## config.mk

```make
export PLATFORM = sky130hd
export DESIGN_NAME = integer_to_word_tokens
export DESIGN_NICKNAME = d
export VERILOG_FILES = /design/src/design/iwt_pkg.sv /design/src/design/integer_to_word_tokens.sv /design/src/design/iwt_dp.sv /design/src/design/iwt_ctrl.sv
export SDC_FILE = /design/constraint.sdc
export NUM_CORES = 1
export LEC_CHECK = 0
export ABC_CLOCK_PERIOD_IN_PS = 4900
export BUFFER_PORTS_ARGS = -buffer_cell sky130_fd_sc_hd__clkbuf_2
export CAP_MARGIN = 40
export CORE_AREA = 2 2 133 135
export DETAILED_ROUTE_END_ITERATION = 8
export DIE_AREA = 0 0 135 137
export PLACE_DENSITY = 0.81
export SYNTH_ARGS = -nofsm -noshare
export SYNTH_HDL_FRONTEND = slang
export SYNTH_HIERARCHICAL = 1
export SYNTH_SLANG_ARGS = --single-unit
```

## constraint.sdc

```tcl
create_clock -name clk -period 4.9 [get_ports clk]
set_input_delay 0.98 -clock clk [delete_from_list [all_inputs] [get_ports clk]]
set_output_delay 0.98 -clock clk [all_outputs]
set_load 0.01 [all_outputs]
```

## src/design/iwt_pkg.sv

```systemverilog
`timescale 1ns / 1ps
// ----------------------------------------------------------------------------
// iwt_pkg: shared types and constants for the integer-to-word-tokens block
// Token codes, digit-conversion sizes and the controller/datapath interface.
// ----------------------------------------------------------------------------
package iwt_pkg;

	localparam int VALUE_W    = 31;
	localparam int CODE_W     = 5;
	localparam int DIGITS     = 10;
	localparam int BCD_W      = 4 * DIGITS;
	localparam int CONV_STEPS = VALUE_W;
	localparam int STEP_W     = 5;
	localparam int MAX_TOKENS = 16;
	localparam int IDX_W      = 4;
	localparam int CNT_W      = 5;
	localparam int GRP_W      = 2;
	localparam int SUB_W      = 3;

	// Word token codes
	localparam logic [CODE_W-1:0] TOK_ZERO      = 5'd0;
	localparam logic [CODE_W-1:0] TOK_TEN       = 5'd10;
	localparam logic [CODE_W-1:0] TOK_TENS_BASE = 5'd18;
	localparam logic [CODE_W-1:0] TOK_HUNDRED   = 5'd28;

	// Steps within one three-digit group
	localparam logic [SUB_W-1:0] SUB_HUND_DIGIT = 3'd0;
	localparam logic [SUB_W-1:0] SUB_HUND_WORD  = 3'd1;
	localparam logic [SUB_W-1:0] SUB_TENS       = 3'd2;
	localparam logic [SUB_W-1:0] SUB_UNITS      = 3'd3;
	localparam logic [SUB_W-1:0] SUB_SCALE      = 3'd4;

	localparam logic [GRP_W-1:0] GRP_TOP = 2'd3;

	// Commands from controller to datapath
	typedef struct packed {
		logic load;
		logic conv_step;
		logic build_step;
		logic load_out;
	} iwt_cmd_t;

	// Status from datapath to controller
	typedef struct packed {
		logic conv_last;
		logic build_last;
		logic out_last;
	} iwt_sts_t;

endpackage

```

## src/design/integer_to_word_tokens.sv

```systemverilog
`timescale 1ns / 1ps
// ----------------------------------------------------------------------------
// integer_to_word_tokens: reads a 31-bit integer out as English word tokens
// Top level joining the controller and the datapath.
// ----------------------------------------------------------------------------
// One request is handled at a time. After acceptance the value is converted
// to ten BCD digits (one shift-and-add-3 step per bit), then a build pass
// walks the four three-digit groups and five steps per group, writing each
// word into a 16-entry token list. The load state puts the first token into
// the output register and tokens then leave one per cycle while the consumer
// is ready. A request producing 1 to 16 tokens occupies the block from
// acceptance to its last token, output stalls included; the next request is
// taken in the cycle after the final token.
module integer_to_word_tokens (
	input  logic                         clk,
	input  logic                         arst_n,
	input  logic                         in_valid,
	output logic                         in_ready,
	input  logic [iwt_pkg::VALUE_W-1:0]  value,
	output logic                         out_valid,
	input  logic                         out_ready,
	output logic [iwt_pkg::CODE_W-1:0]   word_code,
	output logic                         last_word
);
	import iwt_pkg::*;

	iwt_cmd_t cmd;
	iwt_sts_t sts;

	iwt_ctrl u_ctrl (
		.clk       (clk),
		.arst_n    (arst_n),
		.in_valid  (in_valid),
		.in_ready  (in_ready),
		.out_valid (out_valid),
		.out_ready (out_ready),
		.sts       (sts),
		.cmd       (cmd)
	);

	iwt_dp u_dp (
		.clk       (clk),
		.arst_n    (arst_n),
		.cmd       (cmd),
		.value     (value),
		.sts       (sts),
		.word_code (word_code),
		.last_word (last_word)
	);

endmodule

```

## src/design/iwt_dp.sv

```systemverilog
`timescale 1ns / 1ps
// ----------------------------------------------------------------------------
// iwt_dp: datapath of the integer-to-word-tokens block
// Shift-and-add-3 binary to BCD conversion, token list build, output register.
// ----------------------------------------------------------------------------
module iwt_dp (
	input  logic                          clk,
	input  logic                          arst_n,
	input  iwt_pkg::iwt_cmd_t             cmd,
	input  logic [iwt_pkg::VALUE_W-1:0]   value,
	output iwt_pkg::iwt_sts_t             sts,
	output logic [iwt_pkg::CODE_W-1:0]    word_code,
	output logic                          last_word
);
	import iwt_pkg::*;

	logic [VALUE_W-1:0] bin_q;
	logic [BCD_W-1:0]   bcd_q;
	logic [BCD_W-1:0]   bcd_adj;
	logic [STEP_W-1:0]  step_q;

	logic [GRP_W-1:0]   grp_q;
	logic [SUB_W-1:0]   sub_q;
	logic [CNT_W-1:0]   cnt_q;
	logic [IDX_W-1:0]   rd_q;
	logic [CODE_W-1:0]  tok_mem [MAX_TOKENS];

	logic [CODE_W-1:0]  word_q;
	logic               last_q;

	logic [47:0]        bcd_ext;
	logic [5:0]         gbase;
	logic [3:0]         dig_h;
	logic [3:0]         dig_t;
	logic [3:0]         dig_o;
	logic               grp_nz;
	logic               tok_present;
	logic [CODE_W-1:0]  tok_code;
	logic               build_last;
	logic               zero_fill;

	// Add three to every BCD digit of five or more
	always_comb begin
		for (int i = 0; i < DIGITS; i++) begin
			if (bcd_q[4*i +: 4] >= 4'd5) begin
				bcd_adj[4*i +: 4] = bcd_q[4*i +: 4] + 4'd3;
			end else begin
				bcd_adj[4*i +: 4] = bcd_q[4*i +: 4];
			end
		end
	end

	// Pick the three digits of the current group
	assign bcd_ext = {8'd0, bcd_q};
	assign gbase   = {1'b0, grp_q, 3'b000} + {2'b00, grp_q, 2'b00};
	assign dig_o   = bcd_ext[gbase +: 4];
	assign dig_t   = bcd_ext[(gbase + 6'd4) +: 4];
	assign dig_h   = bcd_ext[(gbase + 6'd8) +: 4];
	assign grp_nz  = (dig_h != 4'd0) || (dig_t != 4'd0) || (dig_o != 4'd0);

	// Decide whether the current step yields a token, and which
	always_comb begin
		tok_present = 1'b0;
		tok_code    = TOK_ZERO;
		case (sub_q)
			SUB_HUND_DIGIT: begin
				tok_present = (dig_h != 4'd0);
				tok_code    = {1'b0, dig_h};
			end
			SUB_HUND_WORD: begin
				tok_present = (dig_h != 4'd0);
				tok_code    = TOK_HUNDRED;
			end
			SUB_TENS: begin
				if (dig_t == 4'd1) begin
					tok_present = 1'b1;
					tok_code    = TOK_TEN + {1'b0, dig_o};
				end else begin
					tok_present = (dig_t >= 4'd2);
					tok_code    = TOK_TENS_BASE + {1'b0, dig_t};
				end
			end
			SUB_UNITS: begin
				tok_present = (dig_t != 4'd1) && (dig_o != 4'd0);
				tok_code    = {1'b0, dig_o};
			end
			SUB_SCALE: begin
				tok_present = grp_nz && (grp_q != '0);
				tok_code    = TOK_HUNDRED + {{(CODE_W-GRP_W){1'b0}}, grp_q};
			end
			default: begin
				tok_present = 1'b0;
				tok_code    = TOK_ZERO;
			end
		endcase
	end

	assign build_last = (grp_q == '0) && (sub_q == SUB_SCALE);
	assign zero_fill  = build_last && (cnt_q == '0);

	// Conversion and sequencing registers
	always_ff @(posedge clk or negedge arst_n) begin
		if (!arst_n) begin
			step_q <= '0;
			grp_q  <= '0;
			sub_q  <= '0;
			cnt_q  <= '0;
			rd_q   <= '0;
		end else begin
			if (cmd.load) begin
				step_q <= '0;
				grp_q  <= GRP_TOP;
				sub_q  <= SUB_HUND_DIGIT;
				cnt_q  <= '0;
				rd_q   <= '0;
			end
			if (cmd.conv_step) begin
				step_q <= step_q + 1'b1;
			end
			if (cmd.build_step) begin
				if (tok_present || zero_fill) begin
					cnt_q <= cnt_q + 1'b1;
				end
				if (sub_q == SUB_SCALE) begin
					sub_q <= SUB_HUND_DIGIT;
					grp_q <= grp_q - 1'b1;
				end else begin
					sub_q <= sub_q + 1'b1;
				end
			end
			if (cmd.load_out) begin
				rd_q <= rd_q + 1'b1;
			end
		end
	end

	// Shift the binary value into the BCD register
	always_ff @(posedge clk) begin
		if (cmd.load) begin
			bin_q <= value;
			bcd_q <= '0;
		end else if (cmd.conv_step) begin
			bin_q <= {bin_q[VALUE_W-2:0], 1'b0};
			bcd_q <= {bcd_adj[BCD_W-2:0], bin_q[VALUE_W-1]};
		end
	end

	// Token list: write while building, read into the output register
	always_ff @(posedge clk) begin
		if (cmd.build_step && (tok_present || zero_fill)) begin
			tok_mem[cnt_q[IDX_W-1:0]] <= zero_fill ? TOK_ZERO : tok_code;
		end
		if (cmd.load_out) begin
			word_q <= tok_mem[rd_q];
			last_q <= (({1'b0, rd_q} + 1'b1) == cnt_q);
		end
	end

	assign sts.conv_last  = (step_q == STEP_W'(CONV_STEPS - 1));
	assign sts.build_last = build_last;
	assign sts.out_last   = last_q;
	assign word_code      = word_q;
	assign last_word      = last_q;

	// The list never overflows, is never read past its end and is never left empty
	a_cnt_bound: assert property (@(posedge clk) disable iff (!arst_n)
		cmd.build_step |-> (cnt_q < CNT_W'(MAX_TOKENS)) || !(tok_present || zero_fill))
		else $error("token list overflow");

	a_rd_in_list: assert property (@(posedge clk) disable iff (!arst_n)
		cmd.load_out |-> ({1'b0, rd_q} < cnt_q))
		else $error("token read beyond list end");

	a_list_nonempty: assert property (@(posedge clk) disable iff (!arst_n)
		(cmd.build_step && build_last) |=> (cnt_q != '0))
		else $error("build finished with no tokens");

endmodule

```

## src/design/iwt_ctrl.sv

```systemverilog
`timescale 1ns / 1ps
// ----------------------------------------------------------------------------
// iwt_ctrl: controller of the integer-to-word-tokens block
// Sequences load, conversion, token build and emission of each request.
// ----------------------------------------------------------------------------
module iwt_ctrl (
	input  logic                 clk,
	input  logic                 arst_n,
	input  logic                 in_valid,
	output logic                 in_ready,
	output logic                 out_valid,
	input  logic                 out_ready,
	input  iwt_pkg::iwt_sts_t    sts,
	output iwt_pkg::iwt_cmd_t    cmd
);
	import iwt_pkg::*;

	typedef enum logic [4:0] {
		S_IDLE  = 5'b00001,
		S_CONV  = 5'b00010,
		S_BUILD = 5'b00100,
		S_LOAD  = 5'b01000,
		S_EMIT  = 5'b10000
	} iwt_state_t;

	iwt_state_t state_q;
	iwt_state_t state_d;

	// Next state and commands
	always_comb begin
		state_d   = state_q;
		cmd       = '0;
		in_ready  = 1'b0;
		out_valid = 1'b0;
		case (state_q)
			S_IDLE: begin
				in_ready = 1'b1;
				if (in_valid) begin
					cmd.load = 1'b1;
					state_d  = S_CONV;
				end
			end
			S_CONV: begin
				cmd.conv_step = 1'b1;
				if (sts.conv_last) begin
					state_d = S_BUILD;
				end
			end
			S_BUILD: begin
				cmd.build_step = 1'b1;
				if (sts.build_last) begin
					state_d = S_LOAD;
				end
			end
			S_LOAD: begin
				cmd.load_out = 1'b1;
				state_d      = S_EMIT;
			end
			S_EMIT: begin
				out_valid = 1'b1;
				if (out_ready) begin
					if (sts.out_last) begin
						state_d = S_IDLE;
					end else begin
						cmd.load_out = 1'b1;
					end
				end
			end
			default: begin
				state_d = S_IDLE;
			end
		endcase
	end

	// Hold the state
	always_ff @(posedge clk or negedge arst_n) begin
		if (!arst_n) begin
			state_q <= S_IDLE;
		end else begin
			state_q <= state_d;
		end
	end

	// A new request is never taken while tokens are still shown
	a_no_overlap: assert property (@(posedge clk) disable iff (!arst_n)
		out_valid |-> !in_ready)
		else $error("input accepted during emission");

	// A load is always followed by a conversion step
	a_conv_before_build: assert property (@(posedge clk) disable iff (!arst_n)
		(cmd.load) |=> cmd.conv_step)
		else $error("conversion did not follow load");

	// Exactly one state is active
	a_state_onehot: assert property (@(posedge clk) disable iff (!arst_n)
		$onehot(state_q))
		else $error("state register not one-hot");

endmodule
```

==> run_results.csv <==
group,metric,value,unit
clock_tree,insertion_delay,430,ps
logic_synthesis,syn_area,0.00974,mm2
placement,numPortBuffers,42,
floorplan,num_io_pins,43,
detailed_routing,antenna_left,0,
logic_synthesis,ys.flop_type,"edfxtp_1",
logic_synthesis,synthCells,846,
floorplan,row_count,48,
clock_tree,cts_max_level,4,
clock_tree,cts_resized,0,
placement,dp.final_hpwl,13800,um
placement,globalplace.congestion,0.942,
worst_hold_path,hold_path_class,"reg2reg",
logic_synthesis,yosysMostFrequentCell,"edfxtp_1",
logic_synthesis,synth.mux.area_fraction,14.9,%
cells_and_area,area_growth,10.0,%
timing,period_share,80.5,%
detailed_routing,vias_per_cell,6.02,
logic_synthesis,synthAdderAreaFrac,5.01,%
placement,place_area,0.0102,mm2
clock_tree,cts_made_buffers,17,
logic_synthesis,synth-edff-count,117,
setup_path,cp_data_arrival_time,4000,ps
clock_tree,cts_hold_buf,0,
clock_tree,root_buffer,"clkbuf_16",
clock_tree,clockBufferDepth,2,
setup_path,startpoint_type,"flop",
setup_path,path_max_fanout,36,
clock_tree,cts_tree,"built",
timing,hold_viol_final,0,
power,power_leakage,4.00,nW
global_route,grt_overflow_total,0,
logic_synthesis,ys_top_cells_by_count,"117 x edfxtp_1, 70 x nor2_1, 62 x nand2_1",
status,outcome,"finished, final reports clean",
logic_synthesis,synth-compound-area-share,11.1,%
logic_synthesis,yosysSeqAreaShare,50.5,%
global_route,grt_max_degree,88,
logic_synthesis,synth_xor_area_share,2.79,%
logic_synthesis,async_flop_share,13.3,%
clock_tree,cts_sinks,181,
power,powerDensity,351,mW/mm2
timing,slew_headroom,40.9,%
setup_path,required,4960,ps
detailed_routing,first_pass_iters,5,
cells_and_area,fin_nets,949,
detailed_routing,vias,6701,
cells_and_area,diodes,0,
logic_synthesis,ys_warn_count,6,
cells_and_area,drive_above_1_share,19.9,%
floorplan,die_x,135,um
timing,slew_violations,0,
floorplan,start_util,57.1,%
clock_tree,cts_setup_buffers,0,
global_route,antenna_found_initial,0,
detailed_routing,initialDrtViolationCount,557,
logic_synthesis,yosys-top-cells-area,"edfxtp_1 36%, dfxtp_1 8.2%, mux4_2 6.2%",
floorplan,fp.coreArea,0.0171,mm2
timing,tightest_slew,879,ps
logic_synthesis,syn_nets,920,
setup_path,path_class,"reg2reg",
global_route,grt_usage,23.3,%
timing,rsz0062_at_grt,"no",
logic_synthesis,yosysUniqueCellTypes,70,
logic_synthesis,synth_top_family_by_area,"multiplexers",
setup_path,endpoint_kind,"flop",
detailed_routing,drcViolationCount,0,
clock_tree,path_clk_slew,70,ps
logic_synthesis,yosys.area.top_type,"edfxtp_1",
floorplan,dieArea,0.0185,mm2
job,drv_cap,0,
logic_synthesis,yosysTopAreaCellShare,36.1,%
power,peakVddDrop,0.000317,V
timing,fin_setup_tns,0,ps
logic_synthesis,syn_avg_cell_area,11.5,um2
detailed_routing,avgRoutedWirePerCell,18.4,um
logic_synthesis,ys_seq_elements,181,
cells_and_area,finalInstanceArea,0.0107,mm2
detailed_routing,routed_wl,20400,um
timing,fmax,0.254,GHz
floorplan,die_h,137,um
global_route,grt_pass1_vias,6477,
logic_synthesis,yosys.area_share.simple,11.8,%
timing,finalSetupViolations,0,
cells_and_area,final_util,62.8,%
timing,finalCriticalPeriod,3940,ps
timing,skew,6.56,ps
global_route,grt_pass1_wl,33400,um
## per-layer routing
| metal | global-route usage, % | wire length (um) | up-vias |
|---|---|---|---|
| met5 | 0 | 0 | - |
| met4 | 9.03 | 462 | 0 |
| met1 | 29.4 | 8640 | 3300 |
| li1 | - | - | 3179 |
| met2 | 40.0 | 10400 | 184 |
| met3 | 4.15 | 882 | 38 |
## layout by cell type (no fill, tap or decap), types with 11 or more instances in the layout
master | Yosys | routed
nor2_1 | 70 | 69
xnor2_1 | 17 | 17
a21oi_1 | 55 | 55
dfxtp_1 | 40 | 40
xor2_1 | 14 | 14
ha_1 | 39 | 39
o21ai_0 | 49 | 49
inv_1 | 38 | 38
clkbuf_16 | 0 | 17
nand2b_1 | 14 | 14
edfxtp_1 | 117 | 117
nor3_1 | 19 | 19
clkbuf_2 | 0 | 42
mux2_2 | 39 | 39
buf_4 | 6 | 11
mux4_2 | 27 | 27
dfrtp_1 | 23 | 21
nand2_1 | 62 | 62
mux2i_1 | 39 | 39
nand3_1 | 23 | 23
## metrics by stage
stage               worst slack [ps]  total power (W)  hold slack, ps  std cells
floorplan                       1140          0.00235             457        846
global placement                1050          0.00248             459       1077
detailed placement               953          0.00250             489       1081
CTS                              952          0.00379             503       1113
global route                     640          0.00392             542       1113
finish                           958          0.00376             498       1113
## path summary, 6_finish.rpt
check                                    startpoint                           end  slack [ps]  cells past startpoint
min                        u_dp/bin_q[30]$_DFFE_PP_    u_dp/bcd_q[0]$_SDFFE_PP0P_         500                      2
max in group asynchronous                    arst_n      u_dp/rd_q[0]$_DFFE_PN0P_        3890                      1
max                         u_dp/grp_q[0]$_DFF_PN0_  u_dp/tok_mem[3][1]$_DFFE_PP_         960                      9
min reg2reg                u_dp/bin_q[30]$_DFFE_PP_    u_dp/bcd_q[0]$_SDFFE_PP0P_         500                      2
min in group asynchronous                    arst_n    u_dp/step_q[3]$_DFFE_PN0P_         560                      1
max reg2reg                 u_dp/grp_q[0]$_DFF_PN0_  u_dp/tok_mem[3][1]$_DFFE_PP_         960                      9
## critical path, cell delays in order (launching register included)
cell and delay [ps]:
dfrtp_2 350, buf_4 440, ha_1 450, inv_1 90, or3_1 440, o21ai_0 510
nor4_4 80, o221ai_2 340, o21ai_4 150, nor4_1 710
## power by group
| group | total, W | internal [W] | switching [W] |
|---|---|---|---|
| Sequential | 0.00191 | 0.00183 | 0.0000808 |
| Clock | 0.00130 | 0.000701 | 0.000596 |
| Combinational | 0.000550 | 0.000233 | 0.000317 |
| Total | 0.00376 | 0.00276 | 0.000995 |
## registers in the layout, summed over array words and instances (netlist names)
register	flops
u_dp/cnt_q	5
u_dp/last_word	1
u_ctrl/state_q	5
u_dp/word_code	5
u_dp/tok_mem	80
u_dp/bin_q	31
u_dp/bcd_q	40
u_dp/grp_q	2
u_dp/rd_q	4
u_dp/step_q	5
u_dp/sub_q	3
## area by class of cell
type	instances	area, um2
Fill cell	1327	6340
Clock inverter	15	134
Inverter	39	146
Tap cell	225	282
Timing Repair Buffer	56	348
Sequential cell	181	4920
Clock buffer	17	425
Multi-Input combinational cell	580	4460
## cells by family after synthesis
group                      Yosys count
AOI/OAI and AO/OA                  169
xor gates and xnor gates            31
adders and majority gates           39
buffers and inverters               85
DFF                                181
muxes                              106
and+or+nand+nor                    235
Power figures use the tool's default switching activity.
